<file path="src/rtl/brfm_pkg.sv">
package brfm_pkg;

    localparam int NUM_WORDS = 23;
    localparam int WORD_AW   = $clog2(NUM_WORDS);

    typedef logic [WORD_AW-1:0] slot_t;

    localparam logic [3:0] CMD_READ_REG    = 4'd0;
    localparam logic [3:0] CMD_WRITE_REG   = 4'd1;
    localparam logic [3:0] CMD_READ_CPSR   = 4'd2;
    localparam logic [3:0] CMD_WRITE_CPSR  = 4'd3;
    localparam logic [3:0] CMD_READ_SPSR   = 4'd4;
    localparam logic [3:0] CMD_WRITE_SPSR  = 4'd5;
    localparam logic [3:0] CMD_READ_FLAG   = 4'd6;
    localparam logic [3:0] CMD_WRITE_FLAG  = 4'd7;
    localparam logic [3:0] CMD_CHANGE_MODE = 4'd8;
    localparam logic [3:0] CMD_EXCEPTION   = 4'd9;
    localparam logic [3:0] CMD_CLEAR       = 4'd10;

    localparam logic [4:0] MODE_USR = 5'h10;
    localparam logic [4:0] MODE_IRQ = 5'h12;
    localparam logic [4:0] MODE_SVC = 5'h13;
    localparam logic [4:0] MODE_SYS = 5'h1F;

    localparam int I_BIT = 7;

    localparam logic [3:0] REG_SP = 4'd13;
    localparam logic [3:0] REG_LR = 4'd14;
    localparam logic [3:0] REG_PC = 4'd15;

    localparam slot_t SLOT_SP       = slot_t'(13);
    localparam slot_t SLOT_LR       = slot_t'(14);
    localparam slot_t SLOT_PC       = slot_t'(15);
    localparam slot_t SLOT_CPSR     = slot_t'(16);
    localparam slot_t SLOT_SP_SVC   = slot_t'(17);
    localparam slot_t SLOT_LR_SVC   = slot_t'(18);
    localparam slot_t SLOT_SPSR_SVC = slot_t'(19);
    localparam slot_t SLOT_SP_IRQ   = slot_t'(20);
    localparam slot_t SLOT_LR_IRQ   = slot_t'(21);
    localparam slot_t SLOT_SPSR_IRQ = slot_t'(22);

    localparam logic [31:0] PC_OFFSET   = 32'h0000_0008;
    localparam logic [31:0] IRQ_LR_ADJ  = 32'h0000_0004;
    localparam logic [31:0] VEC_SWI     = 32'h0000_0008;
    localparam logic [31:0] VEC_IRQ     = 32'h0000_0018;

    typedef struct packed {
        logic [3:0]  command;
        logic [3:0]  reg_index;
        logic [31:0] write_value;
        logic [4:0]  flag_index;
        logic        flag_value;
        logic [4:0]  mode_value;
        logic        exception_kind;
    } brfm_cmd_t;

    typedef struct packed {
        logic [31:0] read_data;
        logic        flag_bit;
        logic [3:0]  nzcv;
        logic [4:0]  current_mode;
    } brfm_rsp_t;

    function automatic slot_t bank_slot(logic [3:0] r, logic [4:0] mode);
        slot_t s;
        s = slot_t'(r);
        if (r == REG_SP || r == REG_LR) begin
            if (mode == MODE_SVC) begin
                s = (r == REG_SP) ? SLOT_SP_SVC : SLOT_LR_SVC;
            end
            else if (mode == MODE_IRQ) begin
                s = (r == REG_SP) ? SLOT_SP_IRQ : SLOT_LR_IRQ;
            end
        end
        return s;
    endfunction

    function automatic slot_t spsr_slot(logic [4:0] mode);
        slot_t s;
        s = SLOT_CPSR;
        if (mode == MODE_SVC) begin
            s = SLOT_SPSR_SVC;
        end
        else if (mode == MODE_IRQ) begin
            s = SLOT_SPSR_IRQ;
        end
        return s;
    endfunction

endpackage

</file>
<file path="src/rtl/banked_register_file_with_mode.sv">
// Mode-banked register file: r0-r15, banked SP/LR for SVC and IRQ, CPSR and
// SPSRs, accessed by one command per transfer.
//
// Channels: cmd (cmd_valid/cmd_ready/cmd) carries one command per transfer;
// rsp (rsp_valid/rsp_ready/rsp) returns exactly one result per command, in
// order. A result holds read data, the flag bit, NZCV and the mode after the
// command.
//
// Timing: a command is latched in the input register on its transfer, then
// executed into the result register once that register can advance, which
// raises rsp_valid. Throughput is one command per cycle while results are
// taken, set by the single execute stage between the two registers.
//
// Reset: all register words clear to zero, mode goes to SYS (0x1F), and both
// stages are empty.
//
// Stall: while rsp_ready is low the result holds; one more command can wait
// in the input register, after which cmd_ready drops until the result is
// taken.
module banked_register_file_with_mode
    import brfm_pkg::*;
(
    input  logic      clk,
    input  logic      rst_n,
    input  logic      cmd_valid,
    output logic      cmd_ready,
    input  brfm_cmd_t cmd,
    output logic      rsp_valid,
    input  logic      rsp_ready,
    output brfm_rsp_t rsp
);

    logic      cmd_valid_reg;
    brfm_cmd_t cmd_reg;
    logic      rsp_valid_reg;
    brfm_rsp_t rsp_reg;
    brfm_rsp_t result;
    logic      advance;
    logic      exec_en;

    assign advance   = !rsp_valid_reg || rsp_ready;
    assign exec_en   = cmd_valid_reg && advance;
    assign cmd_ready = !cmd_valid_reg || advance;
    assign rsp_valid = rsp_valid_reg;
    assign rsp       = rsp_reg;

    brfm_core u_core (
        .clk     (clk),
        .rst_n   (rst_n),
        .exec_en (exec_en),
        .cmd     (cmd_reg),
        .result  (result)
    );

    always_ff @(posedge clk or negedge rst_n)
    begin
        if (!rst_n)
        begin
            cmd_valid_reg <= 1'b0;
            rsp_valid_reg <= 1'b0;
        end
        else
        begin
            if (cmd_ready)
            begin
                cmd_valid_reg <= cmd_valid;
            end
            if (advance)
            begin
                rsp_valid_reg <= cmd_valid_reg;
            end
        end
    end

    always_ff @(posedge clk)
    begin
        if (cmd_valid && cmd_ready)
        begin
            cmd_reg <= cmd;
        end
        if (exec_en)
        begin
            rsp_reg <= result;
        end
    end

    a_exec_to_rsp: assert property (@(posedge clk) disable iff (!rst_n)
        exec_en |=> rsp_valid_reg)
        else $error("executed command produced no result");

    a_no_drop: assert property (@(posedge clk) disable iff (!rst_n)
        cmd_valid_reg && !advance |=> cmd_valid_reg && $stable(cmd_reg))
        else $error("pending command lost during stall");

    a_rsp_hold: assert property (@(posedge clk) disable iff (!rst_n)
        rsp_valid_reg && !rsp_ready |=> rsp_valid_reg && $stable(rsp_reg))
        else $error("result changed while stalled");

endmodule

</file>
<file path="src/rtl/brfm_core.sv">
module brfm_core
    import brfm_pkg::*;
(
    input  logic       clk,
    input  logic       rst_n,
    input  logic       exec_en,
    input  brfm_cmd_t  cmd,
    output brfm_rsp_t  result
);

    logic [31:0] words_reg  [NUM_WORDS];
    logic [31:0] words_next [NUM_WORDS];
    logic [4:0]  mode_reg;
    logic [4:0]  mode_next;

    logic [31:0] cpsr;
    logic [31:0] pc;
    logic [31:0] cpsr_mod;
    logic [31:0] rd;
    logic        fb;
    logic [4:0]  exc_mode;
    slot_t       rslot;
    slot_t       sslot;

    assign cpsr     = words_reg[SLOT_CPSR];
    assign pc       = words_reg[SLOT_PC];
    assign rslot    = bank_slot(cmd.reg_index, mode_reg);
    assign sslot    = spsr_slot(mode_reg);
    assign exc_mode = cmd.exception_kind ? MODE_IRQ : MODE_SVC;

    always_comb
    begin
        for (int i = 0; i < NUM_WORDS; i++)
        begin
            words_next[i] = words_reg[i];
        end
        mode_next = mode_reg;
        rd        = '0;
        fb        = 1'b0;
        cpsr_mod  = cpsr;

        unique case (cmd.command)
            CMD_READ_REG:
            begin
                rd = words_reg[rslot];
                if (cmd.reg_index == REG_PC)
                begin
                    rd = words_reg[rslot] + PC_OFFSET;
                end
            end
            CMD_WRITE_REG:
            begin
                words_next[rslot] = cmd.write_value;
            end
            CMD_READ_CPSR:
            begin
                rd = cpsr;
            end
            CMD_WRITE_CPSR:
            begin
                words_next[SLOT_CPSR] = cmd.write_value;
                mode_next             = cmd.write_value[4:0];
            end
            CMD_READ_SPSR:
            begin
                rd = words_reg[sslot];
            end
            CMD_WRITE_SPSR:
            begin
                words_next[sslot] = cmd.write_value;
                if (sslot == SLOT_CPSR)
                begin
                    mode_next = cmd.write_value[4:0];
                end
            end
            CMD_READ_FLAG:
            begin
                fb = cpsr[cmd.flag_index];
            end
            CMD_WRITE_FLAG:
            begin
                cpsr_mod[cmd.flag_index] = cmd.flag_value;
                words_next[SLOT_CPSR]    = cpsr_mod;
                mode_next                = cpsr_mod[4:0];
            end
            CMD_CHANGE_MODE:
            begin
                words_next[SLOT_CPSR] = {cpsr[31:5], cmd.mode_value};
                mode_next             = cmd.mode_value;
            end
            CMD_EXCEPTION:
            begin
                words_next[spsr_slot(exc_mode)]   = cpsr;
                words_next[bank_slot(REG_LR, exc_mode)] =
                    cmd.exception_kind ? (pc + IRQ_LR_ADJ) : pc;
                words_next[SLOT_CPSR] = {cpsr[31:I_BIT+1], 1'b1, cpsr[I_BIT-1:5], exc_mode};
                words_next[SLOT_PC]   = cmd.exception_kind ? VEC_IRQ : VEC_SWI;
                mode_next             = exc_mode;
            end
            CMD_CLEAR:
            begin
                for (int i = 0; i < 13; i++)
                begin
                    words_next[i] = '0;
                end
                words_next[SLOT_PC]                     = '0;
                words_next[bank_slot(REG_SP, mode_reg)] = '0;
                words_next[bank_slot(REG_LR, mode_reg)] = '0;
                words_next[SLOT_CPSR] = {4'b0000, cpsr[27:0]};
                mode_next             = cpsr[4:0];
            end
            default:
            begin
            end
        endcase
    end

    assign result.read_data    = rd;
    assign result.flag_bit     = fb;
    assign result.nzcv         = words_next[SLOT_CPSR][31:28];
    assign result.current_mode = mode_next;

    always_ff @(posedge clk or negedge rst_n)
    begin
        if (!rst_n)
        begin
            for (int i = 0; i < NUM_WORDS; i++)
            begin
                words_reg[i] <= '0;
            end
            mode_reg <= MODE_SYS;
        end
        else if (exec_en)
        begin
            for (int i = 0; i < NUM_WORDS; i++)
            begin
                words_reg[i] <= words_next[i];
            end
            mode_reg <= mode_next;
        end
    end

    a_exc_mode: assert property (@(posedge clk) disable iff (!rst_n)
        exec_en && cmd.command == CMD_EXCEPTION
        |=> (mode_reg == MODE_SVC || mode_reg == MODE_IRQ)
            && words_reg[SLOT_CPSR][I_BIT] && words_reg[SLOT_CPSR][4:0] == mode_reg)
        else $error("exception entry left inconsistent mode");

    a_exc_vector: assert property (@(posedge clk) disable iff (!rst_n)
        exec_en && cmd.command == CMD_EXCEPTION
        |=> words_reg[SLOT_PC] == VEC_SWI || words_reg[SLOT_PC] == VEC_IRQ)
        else $error("exception entry vector wrong");

    a_clear: assert property (@(posedge clk) disable iff (!rst_n)
        exec_en && cmd.command == CMD_CLEAR
        |=> words_reg[SLOT_CPSR][31:28] == 4'b0000 && words_reg[SLOT_PC] == '0
            && mode_reg == words_reg[SLOT_CPSR][4:0])
        else $error("clear did not zero flags and pc");

    a_idle_hold: assert property (@(posedge clk) disable iff (!rst_n)
        !exec_en |=> $stable(mode_reg) && $stable(words_reg[SLOT_CPSR]))
        else $error("state changed without a command");

endmodule
</file>
<file path="config.mk">
export PLATFORM = sky130hd
export DESIGN_NAME = banked_register_file_with_mode
export DESIGN_NICKNAME = d
export VERILOG_FILES = /design/src/rtl/brfm_pkg.sv /design/src/rtl/banked_register_file_with_mode.sv /design/src/rtl/brfm_core.sv
export SDC_FILE = /design/constraint.sdc
export NUM_CORES = 2
export LEC_CHECK = 0
export BUFFER_PORTS_ARGS = -buffer_cell sky130_fd_sc_hd__buf_2
export CORE_MARGIN = 4
export CORE_UTILIZATION = 35
export DETAILED_ROUTE_END_ITERATION = 12
export GPL_ROUTABILITY_DRIVEN = 0
export PLACE_DENSITY_LB_ADDON = 0.1
export SYNTH_ARGS = -nofsm -noshare
export SYNTH_HDL_FRONTEND = slang
export SYNTH_SLANG_ARGS = --single-unit
</file>
<file path="constraint.sdc">
create_clock -name clk -period 11.4 [get_ports clk]
set_input_delay 0.57 -clock clk [delete_from_list [all_inputs] [get_ports clk]]
set_output_delay 0.57 -clock clk [all_outputs]
set_load 0.02 [all_outputs]
</file>
Yosys cells after proc, flatten, opt, wreduce, memory -nomap -nowiden

Index checks and enable logic that the tools add are counted.

Register bits: 837
Bits of input ports: 56
Word-level logic and storage cells: 166

Add/sub/neg operators: 2
$lt $le $gt $ge: 14
Equality and inequality tests: 18
Muxes and demuxes: 56
Bitwise logic cells: 13
Reductions and logical operators: 23

Operator list:

| operator                | number |
|---|---|
| $bwmux W736             | 4 |
| $pmux W512 S4           | 1 |
| $not A736 Y736          | 2 |
| $demux W32 S5           | 6 |
| $pmux W192 S4           | 1 |
| $and A320 B736 Y736     | 1 |
| $and A736 B736 Y736     | 1 |
| $mux W32                | 12 |
| $bmux W32 S5            | 2 |
| $pmux W32 S7            | 1 |
| $pmux W32 S3            | 1 |
| $mux W5                 | 17 |
| $ge A6 B6 Y1 const B    | 6 |
| $lt A6 B1 Y1 const B    | 6 |
| $not A5 Y6              | 6 |
| $add A32 B3 Y32 const B | 1 |
| $add A32 B4 Y32 const B | 1 |
| $bwmux W32              | 1 |
| $pmux W5 S6             | 1 |
| $eq A5 B5 Y1 const B    | 5 |
| $eq A4 B4 Y1 const B    | 6 |
| $eq A4 B3 Y1 const B    | 4 |
| $logic_and A1 B1 Y1     | 9 |
| $eq A4 B2 Y1 const B    | 2 |
| other kinds (19)        | 29 |

Longest topological paths before layout

Depth in word-level cells: 13
Gate-level depth with buffers: 20
Gate-level depth less buffers: 14

By module

Synthesis repeated with hierarchy kept, for this count alone.

Cell total of the unflattened synthesis: 4194
Area, all modules: 40436.3 um^2

Modules (own cells, without submodules):

| module                         | times used | cells each | area an instance (um^2) | sequential area each (um^2) |
|---|---|---|---|---|
| brfm_core                      | 1          | 4092       | 37509.7                 | 18549.0 |
| banked_register_file_with_mode | 1          | 102        | 2926.6                  | 2872.8 |

Worst setup path before layout

No wires, ideal clock.

Path type: register to register
From: register u_core.mode_reg[4]
To: register rsp_reg (netlist bit rsp[23]), data pin
Library setup time: 0.261 ns
Data arrival time: 3.941 ns
Setup slack: 7.199 ns
Cell stages (with the launch flop): 19
Buffers on the path: 4
Clock period less this slack: 4.201 ns
Cell sequence: dfstp_2 > and4bb_2 > buf_6 > nand4_1 > nand2_1 > buf_2 > buf_1 > clkbuf_1 > nand2_1 > a32oi_1 > o21ai_0 > nor2_1 > ha_1 > nand2_1 > and3b_1 > nor3b_1 > nand2_1 > xnor2_1 > a221o_1

RTL lines:

| item                     | RTL line                             | source |
|---|---|---|
| start: declaration       | brfm_core.sv:13                      | `logic [4:0] mode_reg;` |
| start signal: assignment | brfm_core.sv:139                     | `mode_reg <= mode_next;` |
| end signal: assignment   | banked_register_file_with_mode.sv:83 | `rsp_reg <= result;` |
| end: declaration         | banked_register_file_with_mode.sv:36 | `brfm_rsp_t rsp_reg;` |

==> reports/qor.csv <==
metric,value,unit
Synth Flop Type,dfrtp_1,
DIE AREA,0.123,mm2
utilization after layout,40.0,%
crit path capture,rsp[41],
final hold vios,0,
largest net degree at the start of global routing,154,
Synth Net Count,4386,
I/O Pins,100,
"Seq/Total Area, Yosys",52.2,%
CTS tree,done,
Worst-Skew Late Latency,0.70,ns
worst setup path start,cmd_reg[47],
vias in the first global route,36500,
failing checks,capacitance limit,
setup_tns,0,ns
fin crit share,58.8,%
drt first pass iters,6,
CTS buffer count,97,
dpl cell area,0.0432,mm2
Post-DRT Antenna Nets,0,
f_max,149,MHz
layout cells sized above 1,12.3,%
Fin Clk Skew,0.0239,ns
area grow syn2layout,13.2,%
async set-reset flop share out of synthesis,88.8,%
drt drc,0,
CP Max Fanout,39,
H-tree Lvls,3,
Routed WL,204,mm
num rows,125,
Hold Crit Class,primary input to register,
reg2reg start,cmd_reg[47],
post-layout minimum cycle time,6.70,ns
RSZ-0062 raised after global routing,false,
Pleak,0.0190,uW
first-pass GRT wire length,288,mm
Initial Utilization,35.3,%
WS Path Type,register to register,
DP HPWL,135,mm
Die Width,351,um
distinct cell type count of the synthesized netlist,107,
NumNets Final,4344,
core area,0.116,mm2
"setup slack, reg-to-reg",4.70,ns
DP Worst Slack,5.06,ns
final setup fails,0,
Yosys warnings,0,
headroom to the max-slew limit,1.82,%
Post-synth EDFFs,94,
post-synth top area share,45.0,%
Clock Pin Slew Worst Setup and Hold Paths,0.06,ns
design area,0.0465,mm2
register bit total from synthesis,837,
initial antenna violation count,7,
total track usage,32.7,%
Critical Path Sink Type,register,
clk root buf,clkbuf_16,
status,"complete, but fails checks",
post-synthesis cell area,0.0411,mm2
clock sink count,837,
Yosys top cell by area,dfrtp_1,
CP startpoint kind,register,
fin. max-slew vios,0,
Die Ht,351,um
postcts setup bufs,0,
fill count,11800,
Worst-Margin Slew,1.46,ns
Hold WS,0.0452,ns
DR vias,37900,
number of port buffers,99,
Worst VDD drop,0.000139,V
pwr dens,165,mW/mm2
synth top area cells,"dfrtp_1, nand2_1, o21ai_0, edfxtp_1, a22o_1",
Synth Instances,4328,
worst endpoint required time,11.82,ns
CTS max path bufs,3,
DR WL/cell,34.7,um
Mapped Avg Cell Area,9.49,um2
Final WS setup,4.70,ns
max cap viols,1,
Via density,6.43,
Worst EP arrival,7.13,ns
worst r2r path cells,12,
r2r endpoint,rsp[41],
gr ovfl total,0,
DRT iter0 DRCs,5135,
## routing by layer
metal / up-vias / share of wire [%] / GRT usage, % / wire [um]
met4: 4 / 6.4 / 17.2 / 13000
met5: - / 0.013 / 0 / 27
met3: 566 / 9.7 / 7.85 / 19800
li1: 15600 / - / - / -
met2: 2337 / 42 / 47.0 / 85400
met1: 19300 / 42 / 45.6 / 86000
## layout by cell type, fill, tap and decap left out, types with 35 or more instances in the layout
cell,count
nand3_1,76
buf_2,98
nor3_1,54
nor2_1,134
edfxtp_1,94
a22o_1,148
nand2_1,892
a31oi_1,39
buf_4,139
o22ai_1,62
mux2i_1,83
a21oi_1,144
clkbuf_16,101
o21ai_0,665
xnor2_1,35
dfrtp_1,738
o221ai_1,47
a22oi_1,115
a211oi_1,41
## worst min-delay path by stage
stage	slack [ns]	cells past startpoint	startpoint	endpoint
2_1_floorplan	0.27	0	rst_n	async pin
3_3_place_gp	0.45	2	register	register
3_5_place_dp	0.46	2	register	register
4_1_cts	0.01	1	cmd[40]	cmd_reg[40]
5_1_grt	0.02	1	cmd[41]	cmd_reg[41]
6_report	0.05	1	cmd[18]	cmd_reg[18]
## final cells by class
class                   count  area, um2  area share (%)
flip-flops and latches    837      21400            46.1
multi-input cells        3082      18100            39.0
clock buffers             145       2850            6.14
well taps                1524       1910            4.10
repair buffers            243       1640            3.53
clock inverters            34        423           0.910
inverters                  25       93.8           0.202
diodes                      2       5.00          0.0108
## Yosys cell counts (14+ instances only)
cell type / instances
a211o_1: 14
a211oi_1: 41
a21oi_1: 147
a221oi_1: 14
a22o_1: 148
a22oi_1: 115
a31oi_1: 40
a32oi_1: 21
and3_1: 35
buf_1: 16
buf_2: 53
buf_4: 29
buf_6: 16
clkbuf_1: 269
dfrtp_1: 738
edfxtp_1: 94
inv_1: 20
mux2_2: 24
mux2i_1: 83
nand2_1: 897
nand2b_1: 17
nand3_1: 77
nand4_1: 23
nor2_1: 145
nor2b_1: 21
nor3_1: 58
nor4_1: 16
o211ai_1: 20
o21ai_0: 665
o21ai_1: 26
o221ai_1: 48
o22ai_1: 62
or3_1: 17
xnor2_1: 35
xor2_1: 19
## power by group
part           switching, uW  internal [uW]  leakage [uW]
registers                208           3180        0.0112
logic                    718            281       0.00617
clock network           1360           1910       0.00161
## per-stage QoR
stage                     total power (uW)  std cells
after floorplan                       3880       4328
after global placement                4400       5710
after detailed placement              4410       5710
after CTS                             7660       5890
after global routing                  7880       5890
final                                 7660       5892
## critical path, stage by stage, from the launching register on
cell	delay, ns
edfxtp_1	0.80
buf_4	0.59
nand3b_4	0.61
o21ai_1	0.74
buf_4	0.30
a211oi_1	0.09
nor4_1	1.06
o211ai_1	0.53
nor4bb_1	0.57
nand4_2	0.33
nor4b_2	0.39
xor2_1	0.19
o221ai_1	0.14
## logic make-up after synthesis
group	share of synthesized area [%]
adders and majority gates	0.0609
DFF	52.2
buffers and inverters	4.46
AOI/OAI and AO/OA	23.5
xor gates and xnor gates	1.19
and+or+nand+nor	15.3
muxes	3.28
## repair_timing
action                    CTS  global route
hold buffers                1             0
gates resized for setup     0             0
hold endpoints to repair   91             0
Note: power is estimated with default switching activity, not from simulation.
